### src/rtl/pfe_pkg.sv
`timescale 1ns / 1ps

package pfe_pkg;

  // Pixel modes as held in the mode register.
  typedef enum logic [1:0] {
    MODE_RAW  = 2'd0,
    MODE_GRAY = 2'd1,
    MODE_MONO = 2'd2,
    MODE_NONE = 2'd3
  } mode_t;

  // Configuration register indexes.
  localparam logic [1:0] CFG_PIXEL_MODE = 2'd0;
  localparam logic [1:0] CFG_ROW_WIDTH  = 2'd1;
  localparam logic [1:0] CFG_FG_COLOR   = 2'd2;
  localparam logic [1:0] CFG_BG_COLOR   = 2'd3;

  // Queue between the front and the back.
  localparam int Q_DEPTH = 4;
  localparam int Q_PTR_W = $clog2(Q_DEPTH);

  // A queue entry is either a finished pixel or a one-bit byte to expand.
  typedef enum logic {
    KIND_PIXEL = 1'b0,
    KIND_BITS  = 1'b1
  } kind_t;

  typedef struct packed {
    kind_t       kind;
    logic [15:0] data;
  } q_entry_t;

  typedef struct packed {
    logic     valid;
    q_entry_t entry;
  } q_port_t;

  // Pack 8-bit channels to RGB565.
  function automatic logic [15:0] pack565(input logic [7:0] r, input logic [7:0] g,
                                          input logic [7:0] b);
    return {r[7:3], g[7:2], b[7:3]};
  endfunction

  // Pack a 24-bit color (red 7:0, green 15:8, blue 23:16) to RGB565.
  function automatic logic [15:0] color_to_565(input logic [23:0] c);
    return pack565(c[7:0], c[15:8], c[23:16]);
  endfunction

  // Exact floor(x / 255) for x up to 255 * 255.
  function automatic logic [7:0] div255(input logic [15:0] x);
    logic [16:0] t;
    t = 17'(x) + 17'd1 + 17'(x[15:8]);
    return t[15:8];
  endfunction

endpackage

### src/rtl/pfe_front.sv
`timescale 1ns / 1ps

module pfe_front import pfe_pkg::*; (
  input  logic        clk,
  input  logic        rst_n,
  input  logic        in_valid,
  output logic        in_stall,
  input  logic [7:0]  in_data_byte,
  input  mode_t       pixel_mode,
  input  logic [23:0] fg_color,
  input  logic [23:0] bg_color,
  input  logic        restart,
  input  logic        q_full,
  output q_port_t     q_push
);

  logic        s1_valid_r, s1_valid_nxt;
  logic        s1_blend_r, s1_blend_nxt;
  kind_t       s1_kind_r, s1_kind_nxt;
  logic [15:0] s1_data_r, s1_data_nxt;
  logic [15:0] s1_prod_r [3];
  logic [15:0] prod_nxt [3];
  logic        have_low_r, have_low_nxt;
  logic [7:0]  low_half_r, low_half_nxt;
  logic        accept;
  logic        push;
  logic [7:0]  ratio_inv;

  // The stage holds while its transaction cannot enter the queue.
  assign in_stall = s1_valid_r & q_full;
  assign accept   = in_valid & ~in_stall;
  assign push     = s1_valid_r & ~q_full;

  // Blend products per channel: fg * r + bg * (255 - r).
  assign ratio_inv = 8'd255 - in_data_byte;
  always_comb begin
    for (int ch = 0; ch < 3; ch++) begin
      prod_nxt[ch] = 16'(fg_color[8*ch +: 8]) * 16'(in_data_byte)
                   + 16'(bg_color[8*ch +: 8]) * 16'(ratio_inv);
    end
  end

  // Classify the accepted byte by mode and pair raw halves.
  always_comb begin
    s1_valid_nxt = s1_valid_r & ~push;
    s1_blend_nxt = s1_blend_r;
    s1_kind_nxt  = s1_kind_r;
    s1_data_nxt  = s1_data_r;
    have_low_nxt = have_low_r;
    low_half_nxt = low_half_r;
    if (accept) begin
      unique case (pixel_mode)
        MODE_RAW: begin
          if (!have_low_r) begin
            have_low_nxt = 1'b1;
            low_half_nxt = in_data_byte;
          end else begin
            have_low_nxt = 1'b0;
            s1_valid_nxt = 1'b1;
            s1_blend_nxt = 1'b0;
            s1_kind_nxt  = KIND_PIXEL;
            s1_data_nxt  = {in_data_byte, low_half_r};
          end
        end
        MODE_GRAY: begin
          s1_valid_nxt = 1'b1;
          s1_blend_nxt = 1'b1;
          s1_kind_nxt  = KIND_PIXEL;
          s1_data_nxt  = {8'd0, in_data_byte};
        end
        MODE_MONO: begin
          s1_valid_nxt = 1'b1;
          s1_blend_nxt = 1'b0;
          s1_kind_nxt  = KIND_BITS;
          s1_data_nxt  = {8'd0, in_data_byte};
        end
        MODE_NONE: begin
        end
        default: begin
        end
      endcase
    end
    if (restart) begin
      have_low_nxt = 1'b0;
    end
  end

  // Control state.
  always_ff @(posedge clk) begin
    if (!rst_n) begin
      s1_valid_r <= 1'b0;
      have_low_r <= 1'b0;
    end else begin
      s1_valid_r <= s1_valid_nxt;
      have_low_r <= have_low_nxt;
    end
  end

  // Payload state.
  always_ff @(posedge clk) begin
    s1_blend_r <= s1_blend_nxt;
    s1_kind_r  <= s1_kind_nxt;
    s1_data_r  <= s1_data_nxt;
    low_half_r <= low_half_nxt;
    if (accept) begin
      for (int ch = 0; ch < 3; ch++) begin
        s1_prod_r[ch] <= prod_nxt[ch];
      end
    end
  end

  // Finish the blend with the divide by 255 and pack to 565.
  always_comb begin
    q_push.valid      = push;
    q_push.entry.kind = s1_kind_r;
    if (s1_blend_r) begin
      q_push.entry.data = pack565(div255(s1_prod_r[0]), div255(s1_prod_r[1]),
                                  div255(s1_prod_r[2]));
    end else begin
      q_push.entry.data = s1_data_r;
    end
  end

endmodule

### src/rtl/pfe_queue.sv
`timescale 1ns / 1ps

module pfe_queue import pfe_pkg::*; (
  input  logic    clk,
  input  logic    rst_n,
  input  q_port_t q_push,
  output logic    q_full,
  output q_port_t q_head,
  input  logic    pop
);

  q_entry_t           mem_r [Q_DEPTH];
  logic [Q_PTR_W-1:0] wr_ptr_r, wr_ptr_nxt;
  logic [Q_PTR_W-1:0] rd_ptr_r, rd_ptr_nxt;
  logic [Q_PTR_W:0]   count_r, count_nxt;
  logic               do_push;
  logic               do_pop;

  assign q_full  = (count_r == (Q_PTR_W+1)'(Q_DEPTH));
  assign do_push = q_push.valid & ~q_full;
  assign do_pop  = pop & (count_r != '0);

  assign q_head.valid = (count_r != '0);
  assign q_head.entry = mem_r[rd_ptr_r];

  // Pointer and fill count updates.
  always_comb begin
    wr_ptr_nxt = do_push ? wr_ptr_r + 1'b1 : wr_ptr_r;
    rd_ptr_nxt = do_pop ? rd_ptr_r + 1'b1 : rd_ptr_r;
    count_nxt  = count_r;
    if (do_push && !do_pop) begin
      count_nxt = count_r + 1'b1;
    end else if (do_pop && !do_push) begin
      count_nxt = count_r - 1'b1;
    end
  end

  always_ff @(posedge clk) begin
    if (!rst_n) begin
      wr_ptr_r <= '0;
      rd_ptr_r <= '0;
      count_r  <= '0;
    end else begin
      wr_ptr_r <= wr_ptr_nxt;
      rd_ptr_r <= rd_ptr_nxt;
      count_r  <= count_nxt;
    end
  end

  // Entry storage.
  always_ff @(posedge clk) begin
    if (do_push) begin
      mem_r[wr_ptr_r] <= q_push.entry;
    end
  end

endmodule

### src/rtl/pfe_back.sv
`timescale 1ns / 1ps

module pfe_back import pfe_pkg::*; (
  input  logic        clk,
  input  logic        rst_n,
  input  q_port_t     q_head,
  output logic        pop,
  input  logic [8:0]  width,
  input  logic [23:0] fg_color,
  input  logic [23:0] bg_color,
  input  logic        restart,
  output logic        out_valid,
  input  logic        out_stall,
  output logic [15:0] out_pixel,
  output logic        out_end_of_row,
  output logic        out_last
);

  logic        out_valid_r, out_valid_nxt;
  logic [15:0] out_pixel_r;
  logic        out_eor_r;
  logic        out_last_r;
  logic [8:0]  col_r, col_nxt;
  logic [2:0]  bit_r, bit_nxt;
  logic        emit;
  logic [8:0]  col_eff;
  logic [9:0]  col_plus;
  logic        eor;
  logic        last_cur;
  logic [7:0]  bits;
  logic [15:0] pixel_cur;

  // A pixel goes out when the output register is free or being drained.
  assign emit = q_head.valid & (~out_valid_r | ~out_stall);

  // Column position and end of row.
  assign col_eff  = (col_r >= width) ? 9'd0 : col_r;
  assign col_plus = {1'b0, col_eff} + 10'd1;
  assign eor      = (col_plus >= {1'b0, width});
  assign bits     = q_head.entry.data[7:0];

  // Pick the current pixel; a one-bit byte ends at bit 7 or at the row end.
  always_comb begin
    case (q_head.entry.kind)
      KIND_BITS: begin
        pixel_cur = bits[bit_r] ? color_to_565(fg_color) : color_to_565(bg_color);
        last_cur  = (bit_r == 3'd7) | eor;
      end
      default: begin
        pixel_cur = q_head.entry.data;
        last_cur  = 1'b1;
      end
    endcase
  end

  assign pop = emit & last_cur;

  always_comb begin
    out_valid_nxt = out_valid_r & out_stall;
    col_nxt       = col_r;
    bit_nxt       = bit_r;
    if (emit) begin
      out_valid_nxt = 1'b1;
      col_nxt       = eor ? 9'd0 : col_plus[8:0];
      bit_nxt       = last_cur ? 3'd0 : bit_r + 3'd1;
    end
    if (restart) begin
      col_nxt = 9'd0;
      bit_nxt = 3'd0;
    end
  end

  always_ff @(posedge clk) begin
    if (!rst_n) begin
      out_valid_r <= 1'b0;
      col_r       <= 9'd0;
      bit_r       <= 3'd0;
    end else begin
      out_valid_r <= out_valid_nxt;
      col_r       <= col_nxt;
      bit_r       <= bit_nxt;
    end
  end

  // Output payload register.
  always_ff @(posedge clk) begin
    if (emit) begin
      out_pixel_r <= pixel_cur;
      out_eor_r   <= eor;
      out_last_r  <= last_cur;
    end
  end

  assign out_valid      = out_valid_r;
  assign out_pixel      = out_pixel_r;
  assign out_end_of_row = out_eor_r;
  assign out_last       = out_last_r;

endmodule

### src/rtl/pixel_format_expander_core.sv
`timescale 1ns / 1ps
// A byte passes the front stage register and the queue to the output register. Throughput:
// one pixel per cycle while not stalled; raw mode takes two bytes per pixel, grayscale one,
// and one-bit mode one byte per up to eight pixels, set by the single pixel port of the back.
// Reset (synchronous, rst_n low) restores the register defaults, clears the row
// position and any held raw half, and empties the queue and the output register.

module pixel_format_expander_core import pfe_pkg::*; #(
  parameter int MAX_WIDTH = 480
) (
  input  logic        clk,
  input  logic        rst_n,
  input  logic        in_valid,
  output logic        in_stall,
  input  logic [7:0]  in_data_byte,
  output logic        out_valid,
  input  logic        out_stall,
  output logic [15:0] out_pixel,
  output logic        out_end_of_row,
  output logic        out_last,
  input  logic        cfg_we,
  input  logic [1:0]  cfg_index,
  input  logic [23:0] cfg_wdata
);

  localparam logic [8:0] MaxWidth9 = (MAX_WIDTH > 511) ? 9'd511 : 9'(MAX_WIDTH);

  mode_t       mode_r;
  logic [8:0]  row_width_r;
  logic [23:0] fg_color_r;
  logic [23:0] bg_color_r;
  logic        restart;
  logic [8:0]  width;
  logic        q_full;
  q_port_t     q_push;
  q_port_t     q_head;
  logic        pop;

  // A write to the mode or the width starts a new row.
  assign restart = cfg_we & ((cfg_index == CFG_PIXEL_MODE) | (cfg_index == CFG_ROW_WIDTH));

  // Configuration registers.
  always_ff @(posedge clk) begin
    if (!rst_n) begin
      mode_r      <= MODE_RAW;
      row_width_r <= 9'd1;
      fg_color_r  <= 24'hFFFFFF;
      bg_color_r  <= 24'h000000;
    end else if (cfg_we) begin
      case (cfg_index)
        CFG_PIXEL_MODE: mode_r      <= mode_t'(cfg_wdata[1:0]);
        CFG_ROW_WIDTH:  row_width_r <= cfg_wdata[8:0];
        CFG_FG_COLOR:   fg_color_r  <= cfg_wdata;
        CFG_BG_COLOR:   bg_color_r  <= cfg_wdata;
        default: begin
        end
      endcase
    end
  end

  // Width in force: zero counts as one, and the width saturates at the maximum.
  always_comb begin
    if (row_width_r == 9'd0) begin
      width = 9'd1;
    end else if (row_width_r > MaxWidth9) begin
      width = MaxWidth9;
    end else begin
      width = row_width_r;
    end
  end

  pfe_front u_front (
    .clk          (clk),
    .rst_n        (rst_n),
    .in_valid     (in_valid),
    .in_stall     (in_stall),
    .in_data_byte (in_data_byte),
    .pixel_mode   (mode_r),
    .fg_color     (fg_color_r),
    .bg_color     (bg_color_r),
    .restart      (restart),
    .q_full       (q_full),
    .q_push       (q_push)
  );

  pfe_queue u_queue (
    .clk    (clk),
    .rst_n  (rst_n),
    .q_push (q_push),
    .q_full (q_full),
    .q_head (q_head),
    .pop    (pop)
  );

  pfe_back u_back (
    .clk            (clk),
    .rst_n          (rst_n),
    .q_head         (q_head),
    .pop            (pop),
    .width          (width),
    .fg_color       (fg_color_r),
    .bg_color       (bg_color_r),
    .restart        (restart),
    .out_valid      (out_valid),
    .out_stall      (out_stall),
    .out_pixel      (out_pixel),
    .out_end_of_row (out_end_of_row),
    .out_last       (out_last)
  );

endmodule

### config.mk
export PLATFORM = sky130hd
export DESIGN_NAME = pixel_format_expander_core
export DESIGN_NICKNAME = d
export VERILOG_FILES = /design/src/rtl/pfe_pkg.sv /design/src/rtl/pfe_front.sv /design/src/rtl/pfe_queue.sv /design/src/rtl/pfe_back.sv /design/src/rtl/pixel_format_expander_core.sv
export SDC_FILE = /design/constraint.sdc
export NUM_CORES = 1
export LEC_CHECK = 0
export ABC_CLOCK_PERIOD_IN_PS = 8000
export BUFFER_PORTS_ARGS = -buffer_cell sky130_fd_sc_hd__buf_2
export CORE_MARGIN = 4
export CORE_UTILIZATION = 57
export DETAILED_ROUTE_END_ITERATION = 16
export PLACE_DENSITY = 0.74
export SLEW_MARGIN = 10
export SYNTH_ARGS = -nofsm -noshare
export SYNTH_HDL_FRONTEND = slang
export SYNTH_SLANG_ARGS = --single-unit
export TNS_END_PERCENT = 100
### constraint.sdc
create_clock -name clk -period 8 [get_ports clk]
set_input_delay 1.6 -clock clk [delete_from_list [all_inputs] [get_ports clk]]
set_output_delay 1.6 -clock clk [all_outputs]
set_load 0.1 [all_outputs]
==> results.tsv, run 1 <==
metric	value	unit
outcome	complete, no violations	
max_slew headroom	0.241	
register area share after synthesis	0.271	
RR Startpoint	row_width_r[7]	
main combinational cell family by area after synthesis	adder cells	
R2R cell count	25	
Critical Path RT	8.31	ns
Via Count	16600	
Max Slew Vio Count	0	
DR pass1 iterations	5	
post-placement cell area	0.0245	sq mm
clk_skew	0.0127	ns
die area	0.0451	sq mm
Clock Root Buffer	clkbuf_16	
number of I/O pins	59	
Worst R2R End	u_queue.count_r[2]	
endpoints failing hold	0	
Worst EP arrival	7.24	ns
adder-cell share of the synthesized area	0.367	
first-pass GRT wire length	90000	um
R2R setup slack	1.91	ns
Layout area overhead	6.69	%
Fillers	3368	
CTS Buf Count	27	
RSZ-0062 raised after global routing	no	
Final setup viols	0	
Peak Freq	144	MHz
Initial Util	0.579	
layout cells sized above 1	0.0681	
Worst-Margin Slew	1.14	ns
Core Box Area	0.0411	sq mm
count of standard-cell rows	74	
Worst VDD drop	0.280	mV
Post-synth top flop	edfxtp_1	
hold path depth	2	
final WL	54400	um
Crit Path Category	primary input to flop	
Clock transition at path regs	0.07	ns
pwr dens	352	mW/mm^2
syn_area_per_cell	10.1	sq um
die width	212	um
remaining global-route overflow	0	
vias in the first global route	17500	
P_leak	0.0114	uW
port bufs	58	
post-layout net count	2938	
mux cell area share after synthesis	0.0348	
Synth cell types	72	
postcts setup bufs	0	
largest net degree at the start of global routing	72	
XOR/XNOR share of the synthesized area	0.0224	
Total Routing Usage GR	0.250	
Routed Antenna Nets	0	
Hold EP	u_back.out_valid	
DR DRC count	0	
clk sinks	243	
Routability Congestion	0.891	
YS warnings	0	
Worst-Skew Late Latency	0.58	ns
Yosys reg bits	243	
Async S/R FF share, synth	0	
H-tree depth	1	
setup TNS	0	ns
crit path time final	6.92	ns
Crit Path Max Fanout	23	
Cells after Synth	2349	
Simple-Gate Fraction of Synth Area	0.160	
antenna violations before repair	3	
Chip Height	212	um
Worst setup SP type	primary input	
clk buf depth	3	
Worst Hold Class	flop to flop	
final cycle utilization of the critical path	0.865	
Hold-fix buffers, CTS	0	
hold path startpoint	u_back.out_valid	
cell area after layout	0.0254	sq mm
Crit. End Element	flop	
drt wl/cell	18.6	um
post-CTS resize count	0	
1st-iter DRT viols	1144	
EDFF count, synth	160	
Syn Std Cell Area	0.0238	sq mm
vias per inst	5.66	
dpl hpwl	41200	um
CTS tree	done	
complex-gate fraction of the synthesized area	0.0622	
Maximum Capacitance Violations	0	
power breakdown:
group | switching [uW] | internal [uW] | total [uW]
clock | 539 | 702 | 1240
combinational | 3370 | 2300 | 5660
sequential | 166 | 1870 | 2040
metal layers:
| layer | routed length [um] | global-route usage | vias up |
|---|---|---|---|
| li1 | - | - | 7580 |
| met1 | 22400 | 0.339 | 8305 |
| met2 | 26300 | 0.416 | 555 |
| met3 | 3900 | 0.0394 | 125 |
| met4 | 1890 | 0.0826 | 2 |
| met5 | 12 | 0 | - |
worst max-delay path by stage:
stage / endpoint / start / slack, ns / depth (start not counted)
2_1_floorplan: u_front.s1_prod_r[0][15] / in_data_byte[1] / 0.86 / 18
3_3_place_gp: u_front.s1_prod_r[0][31] / in_data_byte[2] / 0.62 / 19
3_5_place_dp: u_front.s1_prod_r[0][47] / in_data_byte[2] / 0.51 / 20
4_1_cts: u_front.s1_prod_r[0][47] / in_data_byte[2] / 1.11 / 20
5_1_grt: u_front.s1_prod_r[0][31] / in_data_byte[1] / 0.80 / 19
6_report: u_front.s1_prod_r[0][31] / in_data_byte[1] / 1.08 / 19
sequential cells by signal, summed over array words and instances (netlist names), 8 cells and up, named ones only:
register and cells:
u_front.low_half_r 8, bg_color_r 24, row_width_r 9, u_back.col_r 9
u_queue.mem_r 68, u_back.out_pixel 16, u_front.s1_prod_r 48, fg_color_r 24
u_front.s1_data_r 16
critical path, stage by stage:
cell,delay [ns]
buf_2,0.49
nand2_1,0.18
fa_1,0.56
inv_1,0.06
fa_1,0.55
inv_1,0.06
fa_1,0.49
fa_1,0.57
fa_1,0.43
fa_1,0.49
inv_1,0.05
ha_1,0.31
o21a_1,0.21
o31a_1,0.12
and3b_1,0.18
a2111oi_0,0.39
buf_4,0.21
o311ai_1,0.11
xnor2_1,0.16
metrics by stage:
stage | utilization | hold WS, ns | cells | power, uW | setup WS (ns)
5_1_grt | 0.618 | 0.527 | 2927 | 9810 | 0.799
3_3_place_gp | 0.596 | 0.454 | 2876 | 7510 | 0.621
4_1_cts | 0.618 | 0.495 | 2926 | 8980 | 1.11
2_1_floorplan | - | 0.445 | 2351 | 6420 | 0.856
3_5_place_dp | 0.596 | 0.487 | 2876 | 7690 | 0.505
6_report | 0.618 | 0.500 | 2927 | 8940 | 1.08
cells in the final DEF (no fill, tap or decap), types with 11 or more instances in the layout:
| master | count |
|---|---|
| nor2_1 | 70 |
| o21a_1 | 13 |
| xnor2_1 | 33 |
| xor2_1 | 28 |
| o21ai_0 | 14 |
| a21boi_1 | 27 |
| a21oi_1 | 87 |
| mux2_2 | 11 |
| inv_1 | 389 |
| o21ai_1 | 30 |
| nand2b_1 | 74 |
| mux4_2 | 11 |
| clkbuf_16 | 29 |
| buf_4 | 28 |
| nand2_1 | 247 |
| fa_1 | 289 |
| buf_2 | 58 |
| and2_1 | 96 |
| nor2b_1 | 148 |
| mux2i_1 | 34 |
| dfxtp_1 | 83 |
| nand3_1 | 46 |
| ha_1 | 237 |
| edfxtp_1 | 160 |
cell families (layout without fill, tap and decap cells):
family / Yosys count / in the layout
AND/OR/NAND/NOR: 735 / 735
adder cells (fa/ha/maj): 526 / 526
buffers and inverters: 484 / 527
flip-flops: 243 / 243
AO/OA/AOI/OAI: 238 / 238
XOR/XNOR: 61 / 61
multiplexers: 61 / 61
other: 1 / 4
Yosys cell counts, drive strengths merged, types with 4 or more instances:
master | instances | area (sq um)
nor3b | 4 | 30.0
clkbuf | 74 | 293
o21bai | 5 | 37.5
a2111oi | 6 | 58.8
nand2b | 74 | 463
nand4 | 6 | 37.5
nand3b | 4 | 30.0
o311ai | 4 | 35.0
nor3 | 11 | 66.3
buf | 15 | 150
mux2 | 12 | 135
a211oi | 9 | 67.6
nand3 | 46 | 230
o22ai | 7 | 43.8
a21boi | 29 | 218
inv | 391 | 1470
and3 | 8 | 50.1
or4 | 6 | 45.0
nor2 | 70 | 263
mux2i | 34 | 340
fa | 289 | 5790
xor2 | 28 | 245
mux4 | 15 | 353
o21ai | 44 | 220
nor2b | 149 | 932
o211ai | 9 | 67.6
ha | 237 | 2970
o21a | 13 | 97.6
xnor2 | 33 | 289
dfxtp | 83 | 1660
a21o | 8 | 60.1
edfxtp | 160 | 4800
nand2 | 247 | 927
and2 | 97 | 609
a21oi | 87 | 435
and4 | 5 | 46.3
cell type report:
type	count	area, sq um	share of cell area
Sequential cell	243	6470	0.254
Antenna cell	1	2.50	0.0000985
Clock buffer	38	793	0.0312
Tap cell	532	666	0.0262
Multi-Input combinational cell	1624	15400	0.607
Inverter	391	1470	0.0578
Timing Repair Buffer	86	500	0.0197
Clock inverter	12	92.6	0.00364
Note: power is estimated with default switching activity, not from simulation.
==> run 2: changes to the inputs <==
--- a/config.mk
+++ b/config.mk
@@ -5,6 +5,7 @@
 export SDC_FILE = /design/constraint.sdc
 export NUM_CORES = 1
 export LEC_CHECK = 0
+export ABC_AREA = 1
 export ABC_CLOCK_PERIOD_IN_PS = 8000
 export BUFFER_PORTS_ARGS = -buffer_cell sky130_fd_sc_hd__buf_2
 export CORE_MARGIN = 4
==> run 2 against run 1 <==
  * Global-route usage increased by 0.97 points
  * Core utilization increased by 0.23 points
  * Total power increased by 9.8%
  * Combinational power increased by 14%
  * Clock power about the same
  * Routed wire length increased by 4.2%
  * Via count increased by 4.9%
  * Synthesized area decreased by 2.1%
  * Critical endpoint is now u_front.s1_prod_r[0][46]
  * Largest power group unchanged
  * Non-clock buffer count decreased by 4
  * Sequential power increased by 6%
==> results.tsv, run 2 <==
metric	value	unit	change
Core Box Area	0.0401	sq mm	was 0.0411 sq mm
YS warnings	0		unchanged
Hold-fix buffers, CTS	0		unchanged
clk buf depth	3		unchanged
M3 GR Usage	0.0519		was 0.0394
Routed Antenna Nets	0		unchanged
placed insts	3134		was 2876
postcts setup bufs	0		unchanged
layout cells sized above 1	0.0595		was 0.0681
footprint of the multi-input gates	0.0143	sq mm	was 0.0154 sq mm
final WL	56700	um	was 54400 um
register area share after synthesis	0.277		was 0.271
1st-iter DRT viols	1502		was 1144
most frequent cells after synthesis	inv_1 (557), nand2_1 (502), fa_1 (289)		was inv_1 (389), fa_1 (289), nand2_1 (247)
cell area after layout	0.0249	sq mm	was 0.0254 sq mm
Antenna Cells	0		was 1
Clock Root Buffer	clkbuf_16		unchanged
Via Count	17400		was 16600
dpl hpwl	43700	um	was 41200 um
Worst-Margin Slew	1.19	ns	was 1.14 ns
Maximum Capacitance Violations	0		unchanged
Crit. End Element	flop		unchanged
top post-synthesis cells by area	fa_1 (25%), edfxtp_1 (21%), ha_1 (13%)		was fa_1 (24%), edfxtp_1 (20%), ha_1 (12%)
P_leak	0.0124	uW	was 0.0114 uW
Layout area overhead	6.68	%	was 6.69%
first-pass GRT wire length	91500	um	was 90000 um
clk_skew	0.0325	ns	was 0.0127 ns
Routability Congestion	0.922		was 0.891
Worst setup SP type	primary input		unchanged
vias in the first global route	17400		was 17500
Cells after Synth	2626		was 2349
antenna violations before repair	0		was 3
final cycle utilization of the critical path	0.868		was 0.865
Async S/R FF share, synth	0		unchanged
Fillers	3291		was 3368
Synth cell types	51		was 72
DR pass1 iterations	6		was 5
post-CTS resize count	0		unchanged
Crit Path Max Fanout	26		was 23
Clock transition at path regs	0.06	ns	was 0.07 ns
Post-synth top flop	edfxtp_1		unchanged
largest net degree at the start of global routing	68		was 72
pre-CTS setup slack	0.589	ns	was 0.505 ns
register area	0.00647	sq mm	unchanged
pwr dens	395	mW/mm^2	was 352 mW/mm^2
Worst Hold Class	flop to flop		unchanged
post-layout net count	3203		was 2938
Worst-Skew Late Latency	0.58	ns	about the same
GRT Max-Usage Layer	met2		unchanged
number of I/O pins	59		unchanged
vias per inst	5.47		was 5.66
clk sinks	243		unchanged
die width	210	um	was 212 um
count leader, synth	inv_1		unchanged
Synth area leader	fa_1		unchanged
port bufs	58		unchanged
Yosys reg bits	243		unchanged
DR DRC count	0		unchanged
EDFF count, synth	160		unchanged
max_slew headroom	0.207		was 0.241
Max Slew Vio Count	0		unchanged
Largest Register	u_queue.mem_r		unchanged
Layout Cells excl Fill	3181		was 2927
Crit Path Category	primary input to flop		unchanged
Worst EP arrival	7.24	ns	about the same
syn_area_per_cell	8.88	sq um	was 10.1 sq um
remaining global-route overflow	0		unchanged
Initial Util	0.582		was 0.579
Final setup viols	0		unchanged
CTS tree	done		unchanged
Largest register FFs	68		unchanged
commonest non-fill, non-tap cells in the layout	inv_1 (556), nand2_1 (502), fa_1 (289), nor2_1 (240), ha_1 (237)		was inv_1 (389), fa_1 (289), nand2_1 (247), ha_1 (237), edfxtp_1 (160)
commonest non-fill, non-tap cell in the layout	inv_1		unchanged
drt wl/cell	17.8	um	was 18.6 um
Critical Path RT	8.30	ns	was 8.31 ns
crit path time final	6.94	ns	was 6.92 ns
count of standard-cell rows	73		was 74
H-tree depth	1		unchanged
Final Util	0.620		was 0.618
Chip Height	210	um	was 212 um
Peak Freq	144	MHz	about the same
setup TNS	0	ns	unchanged
GRT met2 Usage	0.408		was 0.416
Worst VDD drop	0.417	mV	was 0.280 mV
post-placement cell area	0.0240	sq mm	was 0.0245 sq mm
Syn Std Cell Area	0.0233	sq mm	was 0.0238 sq mm
post-synth top area share	0.248		was 0.243
top flop regs	u_queue.mem_r (68), u_front.s1_prod_r (48)		unchanged
Total Routing Usage GR	0.260		was 0.250
post-route setup slack	1.06	ns	was 1.08 ns
M1 GR Usage	0.373		was 0.339
RSZ-0062 raised after global routing	no		unchanged
outcome	complete, no violations		unchanged
endpoints failing hold	0		unchanged
CTS Buf Count	27		unchanged
die area	0.0442	sq mm	was 0.0451 sq mm
run 2: cell count changes after synthesis, sizes merged, moves of 13 or more:
cell	before	now
a21boi	29	2
a21oi	87	115
and2	97	1
inv	391	561
mux2i	34	0
mux4	15	0
nand2	247	506
nand2b	74	0
nand3	46	75
nor2	70	244
nor2b	149	0
o21a	13	0
o21ai	44	110
run 2: layout make-up:
type / count / area share
inverters: 566 / 0.0854
clock buffers: 36 / 0.0294
multi-input cells: 1718 / 0.575
repair buffers: 82 / 0.0199
flip-flops and latches: 243 / 0.260
clock inverters: 11 / 0.00417
well taps: 525 / 0.0264
run 2: final timing paths:
path	start	endpoint	slack (ns)	depth (start not counted)
min reg2reg	row_width_r[0]	row_width_r[0]	0.49	2
max reg2reg	fg_color_r[22]	u_front.s1_prod_r[0][46]	2.23	20
max	in_data_byte[3]	u_front.s1_prod_r[0][46]	1.06	22
min	row_width_r[0]	row_width_r[0]	0.49	2
run 2: metrics by stage:
| step | total power, uW | hold slack, ns |
|---|---|---|
| floorplan | 7100 | 0.452 |
| global placement | 8380 | 0.470 |
| detailed placement | 8570 | 0.471 |
| CTS | 9800 | 0.485 |
| global route | 10800 | 0.514 |
| finish | 9820 | 0.487 |
run 2: layer usage:
metal  vias to the layer above  wire, um  part of all wire
li1                       8127         -                 -
met5                         -         0                 0
met2                       695     26000              0.46
met1                      8472     23700              0.42
met4                         0      1580             0.028
met3                        92      5410             0.095
run 2: cell families (layout without fill, tap and decap cells):
group	count (synthesis)	count (layout)	share of synthesized area
AO/OA/AOI/OAI	277	277	0.0680
XOR/XNOR	55	55	0.0207
adder cells (fa/ha/maj)	526	526	0.375
buffers and inverters	667	695	0.110
flip-flops	243	243	0.277
other	1	3	0.000161
AND/OR/NAND/NOR	857	857	0.149
run 2: critical path, stage by stage:
cell     delay (ns)
buf_2          0.45
buf_4          0.44
nand2_1        0.13
fa_1           0.51
inv_1          0.06
fa_1           0.52
inv_1          0.05
fa_1           0.48
fa_1           0.57
fa_1           0.43
fa_1           0.49
inv_1          0.04
ha_1           0.33
a21oi_1        0.15
o21ai_0        0.09
a21oi_1        0.23
o21ai_0        0.15
nand2_1        0.07
inv_1          0.05
o21ai_0        0.15
nand2_1        0.08
xor2_1         0.16
run 2: power breakdown:
part	internal [uW]	switching [uW]
Combinational	2390	4050
Clock	677	531
Sequential	1960	201
